## src/b2sd_pkg.sv

```systemverilog
// ----------------------------------------------------------------------------
// b2sd_pkg
// Shared types, constants and helper functions for the binary to signed
// decimal converter.
// ----------------------------------------------------------------------------
`default_nettype none

package b2sd_pkg;

  localparam int ValueBitsDefault = 128;
  localparam int HalfW = 64;
  localparam int DigitW = 4;

  typedef enum logic [1:0] {
    StIdle,
    StConv,
    StEmit
  } b2sd_state_e;

  typedef struct packed {
    logic load;
    logic conv;
    logic emit;
  } b2sd_ctrl_t;

  // Number of decimal digits needed for any value of the given bit width.
  function automatic int num_digits(input int bits);
    num_digits = (bits * 30103) / 100000 + 1;
  endfunction

endpackage

`default_nettype wire

```

## src/b2sd_seq.sv

```systemverilog
// ----------------------------------------------------------------------------
// b2sd_seq
// Sequencer for the conversion steps and the digit output, with the result
// register that feeds the output channel.
// ----------------------------------------------------------------------------
`default_nettype none

module b2sd_seq
  import b2sd_pkg::*;
#(
  parameter int VALUE_BITS = ValueBitsDefault
) (
  input  wire logic              clk_i,
  input  wire logic              rst_ni,
  input  wire logic              in_valid_i,
  output logic                   in_ready_o,
  input  wire logic              out_ready_i,
  output logic                   out_valid_o,
  output logic [DigitW-1:0]      out_digit_o,
  output logic                   out_negative_o,
  output logic                   out_last_o,
  input  wire logic [DigitW-1:0] top_digit_i,
  input  wire logic              negative_i,
  output b2sd_ctrl_t             ctrl_o
);

  localparam int NDigits = num_digits(VALUE_BITS);
  localparam int CntW = $clog2(VALUE_BITS);

  b2sd_state_e       state_q, state_d;
  logic [CntW-1:0]   cnt_q, cnt_d;
  logic              started_q, started_d;
  logic              out_valid_q, out_valid_d;
  logic [DigitW-1:0] out_digit_q, out_digit_d;
  logic              out_neg_q, out_neg_d;
  logic              out_last_q, out_last_d;
  logic              out_free;
  logic              cnt_zero;
  logic              push;

  assign out_free = !out_valid_q || out_ready_i;
  assign cnt_zero = (cnt_q == '0);

  always_comb begin
    state_d = state_q;
    unique case (state_q)
      StIdle: begin
        if (in_valid_i) begin
          state_d = StConv;
        end
      end
      StConv: begin
        if (cnt_zero) begin
          state_d = StEmit;
        end
      end
      StEmit: begin
        if (out_free && cnt_zero) begin
          state_d = StIdle;
        end
      end
      default: state_d = StIdle;
    endcase
  end

  always_comb begin
    in_ready_o = 1'b0;
    ctrl_o = '0;
    unique case (state_q)
      StIdle: begin
        in_ready_o = 1'b1;
        ctrl_o.load = in_valid_i;
      end
      StConv: ctrl_o.conv = 1'b1;
      StEmit: ctrl_o.emit = out_free;
      default: ctrl_o = '0;
    endcase
  end

  assign push = ctrl_o.emit && (started_q || (top_digit_i != '0) || cnt_zero);

  always_comb begin
    cnt_d = cnt_q;
    started_d = started_q;
    if (ctrl_o.load) begin
      cnt_d = CntW'(VALUE_BITS - 1);
      started_d = 1'b0;
    end else if (ctrl_o.conv) begin
      cnt_d = cnt_zero ? CntW'(NDigits - 1) : cnt_q - CntW'(1);
    end else if (ctrl_o.emit) begin
      if (!cnt_zero) begin
        cnt_d = cnt_q - CntW'(1);
      end
      if (top_digit_i != '0) begin
        started_d = 1'b1;
      end
    end
  end

  always_comb begin
    out_valid_d = out_valid_q;
    out_digit_d = out_digit_q;
    out_neg_d = out_neg_q;
    out_last_d = out_last_q;
    if (push) begin
      out_valid_d = 1'b1;
      out_digit_d = top_digit_i;
      out_neg_d = negative_i;
      out_last_d = cnt_zero;
    end else if (out_ready_i) begin
      out_valid_d = 1'b0;
    end
  end

  always_ff @(posedge clk_i or negedge rst_ni) begin
    if (!rst_ni) begin
      state_q <= StIdle;
      cnt_q <= '0;
      started_q <= 1'b0;
      out_valid_q <= 1'b0;
    end else begin
      state_q <= state_d;
      cnt_q <= cnt_d;
      started_q <= started_d;
      out_valid_q <= out_valid_d;
    end
  end

  always_ff @(posedge clk_i) begin
    out_digit_q <= out_digit_d;
    out_neg_q <= out_neg_d;
    out_last_q <= out_last_d;
  end

  assign out_valid_o = out_valid_q;
  assign out_digit_o = out_digit_q;
  assign out_negative_o = out_neg_q;
  assign out_last_o = out_last_q;

endmodule

`default_nettype wire

```

## config.mk

```make
export PLATFORM = sky130hd
export DESIGN_NAME = b2sd_seq
export DESIGN_NICKNAME = d
export VERILOG_FILES = /design/src/b2sd_pkg.sv /design/src/b2sd_seq.sv
export SDC_FILE = /design/constraint.sdc
export NUM_CORES = 1
export LEC_CHECK = 0
export BUFFER_PORTS_ARGS = -buffer_cell sky130_fd_sc_hd__clkbuf_2
export CORE_MARGIN = 5
export CORE_UTILIZATION = 30
export DETAILED_ROUTE_END_ITERATION = 10
export GPL_ROUTABILITY_DRIVEN = 0
export PLACE_DENSITY_LB_ADDON = 0.12
export REMOVE_ABC_BUFFERS = 1
export SYNTH_ARGS = -nofsm -noshare
export SYNTH_HDL_FRONTEND = slang
export SYNTH_SLANG_ARGS = --single-unit
```

## constraint.sdc

```tcl
create_clock -name clk_i -period 2.3 [get_ports clk_i]
set_input_delay 0.115 -clock clk_i [delete_from_list [all_inputs] [get_ports clk_i]]
set_output_delay 0.115 -clock clk_i [all_outputs]
set_load 0.1 [all_outputs]
```

==> results.toml <==
[place]
detailedPlacementHpwl_mm = 1.40
detailed_place.area_sq_um = 963
place_worst_setup_slack_ns = 0.546
dp_cells = 126
portBuffers = 19

[synthesis]
synth_area_sq_um = 837
synth_seq_area_share_pct = 54.4
yosys_warnings = 0
yosysUniqueCellTypes = 31
synth_top_cell_by_area = "sky130_fd_sc_hd__dfrtp_1"
post_synthesis_cells = 77
postSynthAreaPerCell_sq_um = 10.9
synth_largest_type_area_fraction_pct = 32.9
synth_seq_cells = 17
yosys-top-cells-area = "sky130_fd_sc_hd__dfrtp_1, sky130_fd_sc_hd__edfxtp_1, sky130_fd_sc_hd__nor2_1"

[clock_network]
clockBufferDepth = 2
ctsRootBufferMaster = "sky130_fd_sc_hd__clkbuf_4"
clk-insertion-delay-late_ns = 0.30
cts_setup_buffers = 0
htree_num_levels = 1
tritoncts = "done"
number_of_buffers_inserted_during_clock_tree_synthesis = 3
clock_sink_count = 17
worst_setup_hold_path_clk_slew_ns = 0.11
cts.repair.resized = 0
cts_hold_buf = 4

[global_route]
number_of_antenna_violations_at_the_first_check_in_global_routing = 0
maximum_number_of_pins_on_one_net_before_global_route_repair = 12
first_pass_grt_wire_length_mm = 3.08
number_of_global_route_vias_before_repair = 637
overall_track_demand_over_capacity_in_global_routing_pct = 10.0
overflow = 0

[finish]
finish.instance_area_sq_um = 1030
syn_to_final_growth_pct = 23.2
final_cell_count_no_fill = 134
finish.utilization_pct = 38.0
n_fill_cell = 287
post_route_cells_drive_above_1_share_pct = 28.2
nNetsFinal = 115
ant_cells = 0

[die]
die_boundary_height_um = 62.8
placementRows = 19
die-area_sq_um = 3950
number_of_i_o_pins = 20
start_util_pct = 30.9
core-area_sq_um = 2710
floorplan.die.width_um = 62.8

[sta]
grt_setup_unrepaired = "false"
final_min_period_over_clock_period_pct = 76.9
finalHoldViolations = 0
fin_skew_ns = 0.00694
finalWorstSetupSlack_ns = 0.532
fmaxAchievable_mhz = 566
maxSlewViolCount = 0
fin_crit_period_ns = 1.77
setup-violations-final = 0
final.setup.tns_ns = 0
timing.slew.headroom_pct = 60.0
transition_time_at_the_pin_with_the_least_slew_margin_ns = 0.599

[setup_path]
reg2reg_setup_slack_ns = 0.55
timing.critical_path.required_ns = 2.18
crit_arrival_ns = 1.65
timing.critical_path.cells = "and2b_1 -> nor2b_4 -> clkbuf_2"
critical_path.reg2reg.startpoint = "state_q[0]"
slowest_stage = "sky130_fd_sc_hd__clkbuf_2"
regToRegEndpoint = "out_digit_o[2]"
critPathMaxFanout = 6
worst_setup_path_end_kind = "primary output"
setup.worst_path.class = "flip-flop to primary output"
reg2reg_depth = 3
timing.critical_path.from_type = "flip-flop"
peak_per_stage_delay_on_the_critical_path_ns = 0.49

[worst_hold_path]
timing.hold.worst_path_depth = 1
hold_path_class = "input port to flip-flop"
holdPathEnd = "out_digit_o[3]"
timing.hold.worst.start = "top_digit_i[3]"

[power_and_ir_drop]
ir_worst_vdd_v = 0.000503
total_leakage_power_nw = 0.460
power-per-cell-area_nw_per_um2 = 773

[route]
detail_route.wl_per_cell_um = 13.6
route.detailed.drc = 0
ant_nets = 0
route.final.wire_length_mm = 1.82
drt_iter0_markers = 22
detailedRoute.firstPassIterationCount = 4
routed_via_density = 4.80
route.vias.total = 643

[outcome]
run_status = "complete, no violations"

[job]
maxCapViolCount = 0
## cell usage after synthesis
library cell	instances
sky130_fd_sc_hd__or4_1	1
sky130_fd_sc_hd__edfxtp_1	6
sky130_fd_sc_hd__nor3_4	1
sky130_fd_sc_hd__o21ai_0	4
sky130_fd_sc_hd__inv_2	1
sky130_fd_sc_hd__a31oi_1	1
sky130_fd_sc_hd__a21oi_1	4
sky130_fd_sc_hd__nand3_1	1
sky130_fd_sc_hd__a21oi_4	1
sky130_fd_sc_hd__nor3_1	3
sky130_fd_sc_hd__inv_1	4
sky130_fd_sc_hd__ha_1	2
sky130_fd_sc_hd__xor2_1	1
sky130_fd_sc_hd__o21a_1	1
sky130_fd_sc_hd__nand2b_1	2
sky130_fd_sc_hd__nand3_4	1
sky130_fd_sc_hd__dfrtp_1	11
sky130_fd_sc_hd__o22a_1	3
sky130_fd_sc_hd__o22ai_1	1
sky130_fd_sc_hd__nor2b_4	1
sky130_fd_sc_hd__o31a_1	1
sky130_fd_sc_hd__nand4_1	1
sky130_fd_sc_hd__a21boi_1	1
sky130_fd_sc_hd__or2_1	1
sky130_fd_sc_hd__nor4_1	1
sky130_fd_sc_hd__nand2_1	5
sky130_fd_sc_hd__and2b_1	1
sky130_fd_sc_hd__nor2_1	13
sky130_fd_sc_hd__buf_4	1
sky130_fd_sc_hd__nor2b_1	1
sky130_fd_sc_hd__o2bb2ai_2	1
## logic make-up (layout without fill, tap and decap cells)
| kind of cell | Yosys count | count (layout) | synth area share, % |
|---|---|---|---|
| buffers and inverters | 6 | 32 | 3.14 |
| AND/OR/NAND/NOR | 33 | 33 | 22.4 |
| XOR/XNOR | 1 | 1 | 1.05 |
| adder cells (fa/ha/maj) | 2 | 2 | 2.99 |
| flip-flops | 17 | 17 | 54.4 |
| AO/OA/AOI/OAI | 18 | 18 | 16.0 |
## flip-flops by register name, summed over array words and instances, names as in the netlist
signal          count
out_negative_o      1
out_valid_o         1
out_digit_o         4
state_q             2
out_last_o          1
started_q           1
cnt_q               7
## critical path: cells and delay by family, from the launching register on
kind	cells	cell delay, ns
flip-flops	1	0.42
buffers and inverters	1	0.49
AND/OR/NAND/NOR	2	0.43
## placed cells by master, fill, tap and decap left out, types with 2 or more instances in the layout
cell and instances:
sky130_fd_sc_hd__inv_1 4, sky130_fd_sc_hd__dfrtp_1 11, sky130_fd_sc_hd__o21ai_0 4, sky130_fd_sc_hd__clkbuf_2 19, sky130_fd_sc_hd__nor3_1 3, sky130_fd_sc_hd__nor2_1 13
sky130_fd_sc_hd__edfxtp_1 6, sky130_fd_sc_hd__dlygate4sd3_1 4, sky130_fd_sc_hd__nand2_1 5, sky130_fd_sc_hd__ha_1 2, sky130_fd_sc_hd__a21oi_1 4, sky130_fd_sc_hd__nand2b_1 2
sky130_fd_sc_hd__clkbuf_4 3, sky130_fd_sc_hd__o22a_1 3
## where the power goes
part / internal (mW) / switching [mW] / leakage [nW]
registers: 0.359 / 0.0600 / 0.175
logic: 0.0871 / 0.120 / 0.267
clock network: 0.0649 / 0.106 / 0.0177
total: 0.511 / 0.286 / 0.460
## metrics by stage
stage	hold WS, ns	power [mW]
2_1_floorplan	-0.181	0.576
6_report	0.00694	0.796
3_3_place_gp	0.0165	0.625
5_1_grt	0.00636	0.857
4_1_cts	0.00880	0.804
3_5_place_dp	0.0205	0.630
## routing by layer
metal	wire length, um	track usage, %
met5	0	0
met3	126	3.60
met2	803	14.4
met4	54	6.37
met1	833	12.6
## final cells by class
type | instances | area, sq um | share of cell area [%]
tap | 31 | 38.8 | 3.76
timing repair buffer | 23 | 135 | 13.1
multi-input combinational | 54 | 355 | 34.5
sequential | 17 | 455 | 44.2
clock inverter | 1 | 5.00 | 0.485
clock buffer | 3 | 22.5 | 2.18
inverter | 5 | 18.8 | 1.82
## worst max path at each step
| stage | from | endpoint | slack, ns | cells past startpoint |
|---|---|---|---|---|
| floorplan | state_q[0] | cnt_q[2] | -0.78 | 5 |
| global placement | state_q[0] | out_last_o | 0.59 | 3 |
| detailed placement | state_q[0] | out_digit_o[2] | 0.55 | 3 |
| CTS | state_q[0] | ctrl_o[0] | 0.52 | 3 |
| global route | cnt_q[0] | out_digit_o[3] | 0.42 | 4 |
| finish | state_q[0] | ctrl_o[0] | 0.53 | 3 |
(Power assumes the default switching activity.)
