--- src/b2sd_pkg.sv ---
// ----------------------------------------------------------------------------
// b2sd_pkg
// Shared types, constants and helper functions for the binary to signed
// decimal converter.
// ----------------------------------------------------------------------------
`default_nettype none

package b2sd_pkg;

  localparam int ValueBitsDefault = 128;
  localparam int HalfW = 64;
  localparam int DigitW = 4;

  typedef enum logic [1:0] {
    StIdle,
    StConv,
    StEmit
  } b2sd_state_e;

  typedef struct packed {
    logic load;
    logic conv;
    logic emit;
  } b2sd_ctrl_t;

  // Number of decimal digits needed for any value of the given bit width.
  function automatic int num_digits(input int bits);
    num_digits = (bits * 30103) / 100000 + 1;
  endfunction

endpackage

`default_nettype wire

--- src/b2sd_dabble.sv ---
// ----------------------------------------------------------------------------
// b2sd_dabble
// Magnitude register and BCD register with one shift-and-add-3 step per
// cycle, then a digit shifter that presents the most significant digit.
// ----------------------------------------------------------------------------
`default_nettype none

module b2sd_dabble
  import b2sd_pkg::*;
#(
  parameter int VALUE_BITS = ValueBitsDefault
) (
  input  wire logic              clk_i,
  input  wire logic              rst_ni,
  input  wire b2sd_ctrl_t        ctrl_i,
  input  wire logic [HalfW-1:0]  value_high_i,
  input  wire logic [HalfW-1:0]  value_low_i,
  input  wire logic              as_signed_i,
  output logic [DigitW-1:0]      top_digit_o,
  output logic                   negative_o
);

  localparam int NDigits = num_digits(VALUE_BITS);
  localparam int BcdW = NDigits * DigitW;

  logic [2*HalfW-1:0]    full_value;
  logic [VALUE_BITS-1:0] value;
  logic [VALUE_BITS-1:0] magnitude;
  logic                  is_neg;
  logic                  is_min;
  logic [VALUE_BITS-1:0] bin_q, bin_d;
  logic [BcdW-1:0]       bcd_q, bcd_d;
  logic [BcdW-1:0]       bcd_adj;
  logic                  neg_q, neg_d;

  assign full_value = {value_high_i, value_low_i};
  assign value = full_value[VALUE_BITS-1:0];
  assign magnitude = ~value + VALUE_BITS'(1);
  assign is_neg = as_signed_i && value[VALUE_BITS-1];
  assign is_min = (value == {1'b1, {(VALUE_BITS-1){1'b0}}});

  always_comb begin
    for (int i = 0; i < NDigits; i++) begin
      if (bcd_q[i*DigitW +: DigitW] >= DigitW'(5)) begin
        bcd_adj[i*DigitW +: DigitW] = bcd_q[i*DigitW +: DigitW] + DigitW'(3);
      end else begin
        bcd_adj[i*DigitW +: DigitW] = bcd_q[i*DigitW +: DigitW];
      end
    end
  end

  always_comb begin
    bin_d = bin_q;
    bcd_d = bcd_q;
    neg_d = neg_q;
    if (ctrl_i.load) begin
      bcd_d = '0;
      if (is_neg && is_min) begin
        bin_d = '0;
        neg_d = 1'b0;
      end else if (is_neg) begin
        bin_d = magnitude;
        neg_d = 1'b1;
      end else begin
        bin_d = value;
        neg_d = 1'b0;
      end
    end else if (ctrl_i.conv) begin
      bcd_d = {bcd_adj[BcdW-2:0], bin_q[VALUE_BITS-1]};
      bin_d = {bin_q[VALUE_BITS-2:0], 1'b0};
    end else if (ctrl_i.emit) begin
      bcd_d = {bcd_q[BcdW-DigitW-1:0], {DigitW{1'b0}}};
    end
  end

  always_ff @(posedge clk_i or negedge rst_ni) begin
    if (!rst_ni) begin
      bin_q <= '0;
      bcd_q <= '0;
      neg_q <= 1'b0;
    end else begin
      bin_q <= bin_d;
      bcd_q <= bcd_d;
      neg_q <= neg_d;
    end
  end

  assign top_digit_o = bcd_q[BcdW-1 -: DigitW];
  assign negative_o = neg_q;

endmodule

`default_nettype wire

--- config.mk ---
export PLATFORM = sky130hd
export DESIGN_NAME = b2sd_dabble
export DESIGN_NICKNAME = d
export VERILOG_FILES = /design/src/b2sd_pkg.sv /design/src/b2sd_dabble.sv
export SDC_FILE = /design/constraint.sdc
export NUM_CORES = 1
export LEC_CHECK = 0
export ABC_AREA = 1
export ABC_CLOCK_PERIOD_IN_PS = 1900
export BUFFER_PORTS_ARGS = -buffer_cell sky130_fd_sc_hd__buf_2
export CAP_MARGIN = 40
export CELL_PAD_IN_SITES_DETAIL_PLACEMENT = 2
export CELL_PAD_IN_SITES_GLOBAL_PLACEMENT = 2
export CORE_MARGIN = 2
export CORE_UTILIZATION = 36
export CTS_BUF_LIST = sky130_fd_sc_hd__clkbuf_8
export DETAILED_ROUTE_END_ITERATION = 8
export PLACE_DENSITY = 0.95
export SETUP_SLACK_MARGIN = 0.15
export SYNTH_ARGS = -nofsm -noshare
export SYNTH_HDL_FRONTEND = slang
export SYNTH_SLANG_ARGS = --single-unit
--- constraint.sdc ---
create_clock -name clk_i -period 1.9 [get_ports clk_i]
set_input_delay 0.19 -clock clk_i [delete_from_list [all_inputs] [get_ports clk_i]]
set_output_delay 0.19 -clock clk_i [all_outputs]
set_load 0.01 [all_outputs]
==> impl_results.md, run 1 <==
* Outcome: did not finish
* Stop stage: global routing (5_1_grt)
* Stop err: [ERROR GRT-0116] Global routing finished with congestion. Check the congestion regions in the DRC Viewer.
* Clk buf depth at 3
* Grt ovf at 274
* Gr usage total at 72.8%
* Initial Utilization at 36.3%
* Die height at 245 um
* Synth top area share at between 30% and 40%
* Vias in the first global route at 38700
* Row count at 88
* Num CTS Buffers at 56
* Clock root buffer: clkbuf_8
* Die W at 245 um
* Global-route wire length before repair at about 320 mm
* Synth area leaders: dfrtp_1 34%, nand2_1 14%, o21ai_0 9.3%
* Synth async-reset ratio at 100%
* Dpl cells at about 4300
* Mean Syn Cell Area at about 6.7 um^2
* Seq/Total Area, Yosys at 34.0%
* Area leader, netlist: dfrtp_1
* Largest net degree at the start of global routing at 156
* #FFs+latches synth at approximately 290
* IO buf count at around 140
* Final HPWL DP at 103 mm
* Ys Warns at 0
* Post-Syn Area at 21000 um^2
* Gate Count Post-Synth at 3140
* Io pins at between 100 and 150
* Number of H-tree levels at 2
* Gpl congestion at 1.00
* Most common flop cell mapped by yosys: dfrtp_1
* Yosys cell types at 45
* EDFF count, synth at 0
* Clk sink count at 285
* Syn_nets at roughly 3400
-- synthesized netlist by cell type, types with 4 or more instances --
| library cell | instances |
|---|---|
| nor2_4 | 4 |
| a21oi_1 | 124 |
| buf_1 | 8 |
| o21ai_0 | 390 |
| nor2_2 | 6 |
| a21o_1 | 6 |
| xor2_1 | 70 |
| xnor2_1 | 18 |
| dfrtp_1 | 285 |
| or2_2 | 36 |
| a22oi_1 | 4 |
| o21ai_1 | 32 |
| o221ai_1 | 14 |
| inv_1 | 322 |
| and2_1 | 4 |
| ha_1 | 79 |
| o211ai_1 | 17 |
| o21bai_1 | 16 |
| clkbuf_1 | 114 |
| o22ai_1 | 131 |
| buf_4 | 4 |
| nand3_1 | 225 |
| o21a_1 | 4 |
| nand2_1 | 782 |
| nor3_1 | 9 |
| buf_6 | 6 |
| nand3b_1 | 21 |
| nand4_1 | 19 |
| nor2_1 | 362 |
| buf_2 | 6 |
-- routing by layer --
layer | GRT overflow | global-route usage [%]
met5 | 1 | 30.2
met4 | 130 | 72.9
met3 | 5 | 54.4
met2 | 135 | 92.5
met1 | 3 | 71.6
-- logic make-up after synthesis --
group / Yosys count / synth area share, %
fa+ha+maj: 79 / 4.71
simple gates: 1479 / 29.5
flops: 285 / 34.0
buf+inv: 466 / 8.68
xor+xnor: 88 / 3.68
compound gates: 743 / 19.4
-- stage by stage --
stage | utilization (%) | worst slack [ns] | TNS [ns] | cell area [um^2]
CTS | 48.1 | 0.0612 | 0 | 27800
floorplan | - | 0.174 | 0 | 21000
detailed placement | 43.6 | -1.19 | -77.44 | 25100
global placement | 43.6 | -0.228 | -15.68 | 25100
-- repair_timing --
action / CTS
endpoints found under the setup margin: 172
hold buffers: 40
resized for setup: 230
pin swaps: 9
setup buffers: 37
endpoints found under the hold margin: 306
==> run 2: changes to the inputs <==
==> config.mk (replaced) <==
export PLATFORM = sky130hd
export DESIGN_NAME = b2sd_dabble
export DESIGN_NICKNAME = d
export VERILOG_FILES = /design/src/b2sd_pkg.sv /design/src/b2sd_dabble.sv
export SDC_FILE = /design/constraint.sdc
export NUM_CORES = 1
export LEC_CHECK = 0
export ABC_AREA = 1
export ABC_CLOCK_PERIOD_IN_PS = 1900
export BUFFER_PORTS_ARGS = -buffer_cell sky130_fd_sc_hd__buf_2
export CAP_MARGIN = 40
export CORE_MARGIN = 2
export CORE_UTILIZATION = 40
export DETAILED_ROUTE_END_ITERATION = 8
export PLACE_DENSITY_LB_ADDON = 0.15
export SYNTH_ARGS = -nofsm -noshare
export SYNTH_HDL_FRONTEND = slang
export SYNTH_SLANG_ARGS = --single-unit
==> impl_results.md, run 2 <==
* Worst reg2reg startpoint: bcd_q[16]$_DFFE_PN0P_
* Synth async-reset ratio at 100% (unchanged)
* Cell Area, Placed at 25500 um^2 (was 25100 um^2)
* HP Class: primary input to flip-flop
* Max incr delay on CP at 0.26 ns
* Die height at 233 um (was 245 um)
* Minimum clock period at 1.78 ns
* Leakage power at 12.5 nW
* Initial antenna violation count at 0
* Final #Nets at around 3800
* Ys Warns at 0 (unchanged)
* PD cells at 658 nW/um^2
* DR vias at 22700
* Max reg flops at 156
* Most common cell on crit path: nand2_1
* Final instance area at 26600 um^2
* Utilization after layout at 51.5%
* Final wirelength at roughly 74 mm
* Worst vdd ir at between 500 and 600 uV
* Synth top area share at 34.0% (unchanged)
* Maximum clock rate at 562 MHz
* WL per Instance at roughly 17 um
* Multi-input logic area at around 12000 um^2
* Unrepaired setup endpoints after global routing: false
* Mean Syn Cell Area at 6.68 um^2 (unchanged)
* Pre-CTS setup slack at -0.379 ns (was -1.19 ns)
* Most common cell in the synthesized netlist: nand2_1 (unchanged)
* Maxcap violations at 0
* N_diodes at 0
* Clk buf depth at 3 (unchanged)
* R2R cell count at 7
* Die ar. at 54300 um^2
* DRC at 0
* Area grow syn2layout at 26.7%
* Number of H-tree levels at 2 (unchanged)
* CP bufs+invs at 4
* Worst-Skew Late Latency at 0.56 ns
* CP cell instances: buf_2, nor2_1, nand2_1, nor2_1, buf_4, nand3b_1, nor2_2, buf_4, nand2_1, o21ai_1, buf_4, xor2_1, nand2_1, nand2_1
* Biggest register: bcd_q
* CTS tree: yes
* Yosys cell types at 45 (unchanged)
* Outcome: completed (was did not finish)
* WP data arrival at 2.27 ns
* Most frequent cells in the layout: 782 x nand2_1, 416 x buf_4, 390 x o21ai_0
* CP Launch Type: primary input
* Least-Margin Pin Slew at 0.711 ns
* Gr usage total at 27.4%
* CP delay by family, top: simple AND/OR/NAND/NOR gates
* Fill cell count at 5167
* Seq/Total Area, Yosys at 34.0% (unchanged)
* Clk_skew at 0.0136 ns
* DR iter-0 viols at 1825
* Hold Path End: bin_q[114]$_DFFE_PN0P_
* Num CTS Buffers at 36 (was 56)
* Final Cycle Share at 93.7%
* Layout cell share with drive strength beyond 1 at 19.0%
* Setup violators final at 0
* Worst-path clk slew at 0.06 ns
* Clock root buffer: clkbuf_16 (was clkbuf_8)
* Largest net degree at the start of global routing at 164
* Core ar. at 51600 um^2
* Req. time, crit path at approximately 2.4 ns
* Max-slew violations at 0
* Met1 usage at 36.7%
* Drt pass-1 iters at 7
* Rel. slew slack at 52.6%
* RR Endpoint: bcd_q[17]$_DFFE_PN0P_
* Post-Syn Area at 21000 um^2 (unchanged)
* Total power at roughly 17 mW
* #FFs+latches synth at 285 (unchanged)
* Top post-synthesis cells by count: 782 x nand2_1, 390 x o21ai_0, 362 x nor2_1 (unchanged)
* Io pins at 139 (unchanged)
* Synth area leaders: dfrtp_1 34%, nand2_1 14%, o21ai_0 9.3% (unchanged)
* Met3 GRT Util at 3.14%
* Crit path kind: primary input to flip-flop
* Syn_nets at 3353 (unchanged)
* Hold path start: value_high_i[50]
* Vias in the first global route at 22300
* Via density at 5.26
* Clk sink count at 285 (unchanged)
* Commonest non-fill, non-tap cell in the layout: nand2_1
* Grt ovf at 0
* Reg2Reg Setup Slack at 0.22 ns
* Row count at 83 (was 88)
* EDFF count, synth at 0 (unchanged)
* Post-CTS Setup Inserts at 0 (was 37)
* IO buf count at 138 (unchanged)
* Die W at 233 um (was 245 um)
* WHS Path Cells at 5
* Critical path endpoint category: flip-flop
* Top Usage Layer GRT: met2
* Final Hold Vio Count at 0
* Area leader, netlist: dfrtp_1 (unchanged)
* Gpl congestion at 0.999 (was 1.00)
* Final antenna-violating net count at 0
* Initial Utilization at 40.6% (was 36.3%)
* Slowest CP cell: o21ai_1
* Gate Count Post-Synth at 3140 (unchanged)
* Final HPWL DP at 54.4 mm (was 103 mm)
* Worst Path Max Fanout at 5
* Worst Setup Slack, final at between 0.1 and 0.15 ns
* Global-route wire length before repair at 118 mm
* Met2 usage at 45.6%
* FF/Latch Area at 7130 um^2
* Most common flop cell mapped by yosys: dfrtp_1 (unchanged)
[run 2: per-layer routing]
| layer | wire length, um | share of wire (%) |
|---|---|---|
| met1 | 33500 | 45 |
| met2 | 33900 | 46 |
| met3 | 3920 | 5.3 |
| met4 | 2470 | 3.3 |
| met5 | 0 | 0 |
[run 2: logic make-up after synthesis]
family / after synthesis / share of synthesized area (%)
buffers and inverters: 466 / 8.68
adders and majority gates: 79 / 4.71
AOI/OAI and AO/OA: 743 / 19.4
xor gates and xnor gates: 88 / 3.68
and+or+nand+nor: 1479 / 29.5
DFF: 285 / 34.0
[run 2: timing repair]
action,in CTS,in global routing
hold endpoints to repair,80,0
gates resized for setup,0,1
setup endpoints to repair,0,1
hold buffers,2,0
[run 2: worst max-delay path by stage]
stage / startpoint / end / cells past startpoint
final: value_low_i[12] / bin_q[124]$_DFFE_PN0P_ / 14
after CTS: value_low_i[39] / bin_q[124]$_DFFE_PN0P_ / 14
after global placement: value_low_i[39] / bin_q[124]$_DFFE_PN0P_ / 14
after floorplan: value_low_i[0] / bin_q[97]$_DFFE_PN0P_ / 14
after global routing: value_low_i[23] / bin_q[70]$_DFFE_PN0P_ / 15
after detailed placement: value_low_i[39] / bin_q[124]$_DFFE_PN0P_ / 14
[run 2: cell type report]
class	instances	share of cell area, %
Multi-Input combinational cell	2389	45.3
Timing Repair Buffer	574	15.9
Clock inverter	14	0.391
Clock buffer	47	3.70
Inverter	328	4.68
Sequential cell	285	26.8
Tap cell	680	3.20
[run 2: metrics by stage]
step	instances	hold slack [ns]	setup TNS, ns
finish	4317	0.0221	0
global route	4317	0.0357	0
CTS	4317	0.00470	0
detailed placement	4254	0.153	-22.10
global placement	4254	0.156	-21.23
floorplan	3140	-0.106	0
[run 2: power by group]
part	leakage, nW	total [mW]	internal [mW]	switching, mW
Sequential	3.67	7.03	6.66	0.365
Clock	0.545	6.57	3.67	2.90
Combinational	8.25	3.89	1.52	2.36
Total	12.5	17.5	11.9	5.63
[run 2: tightest hold or removal path: stages]
cell	delay, ns
buf_2	0.09
buf_4	0.11
nand2_1	0.05
nand3_1	0.06
nand2_1	0.04
(Power assumes the default switching activity.)
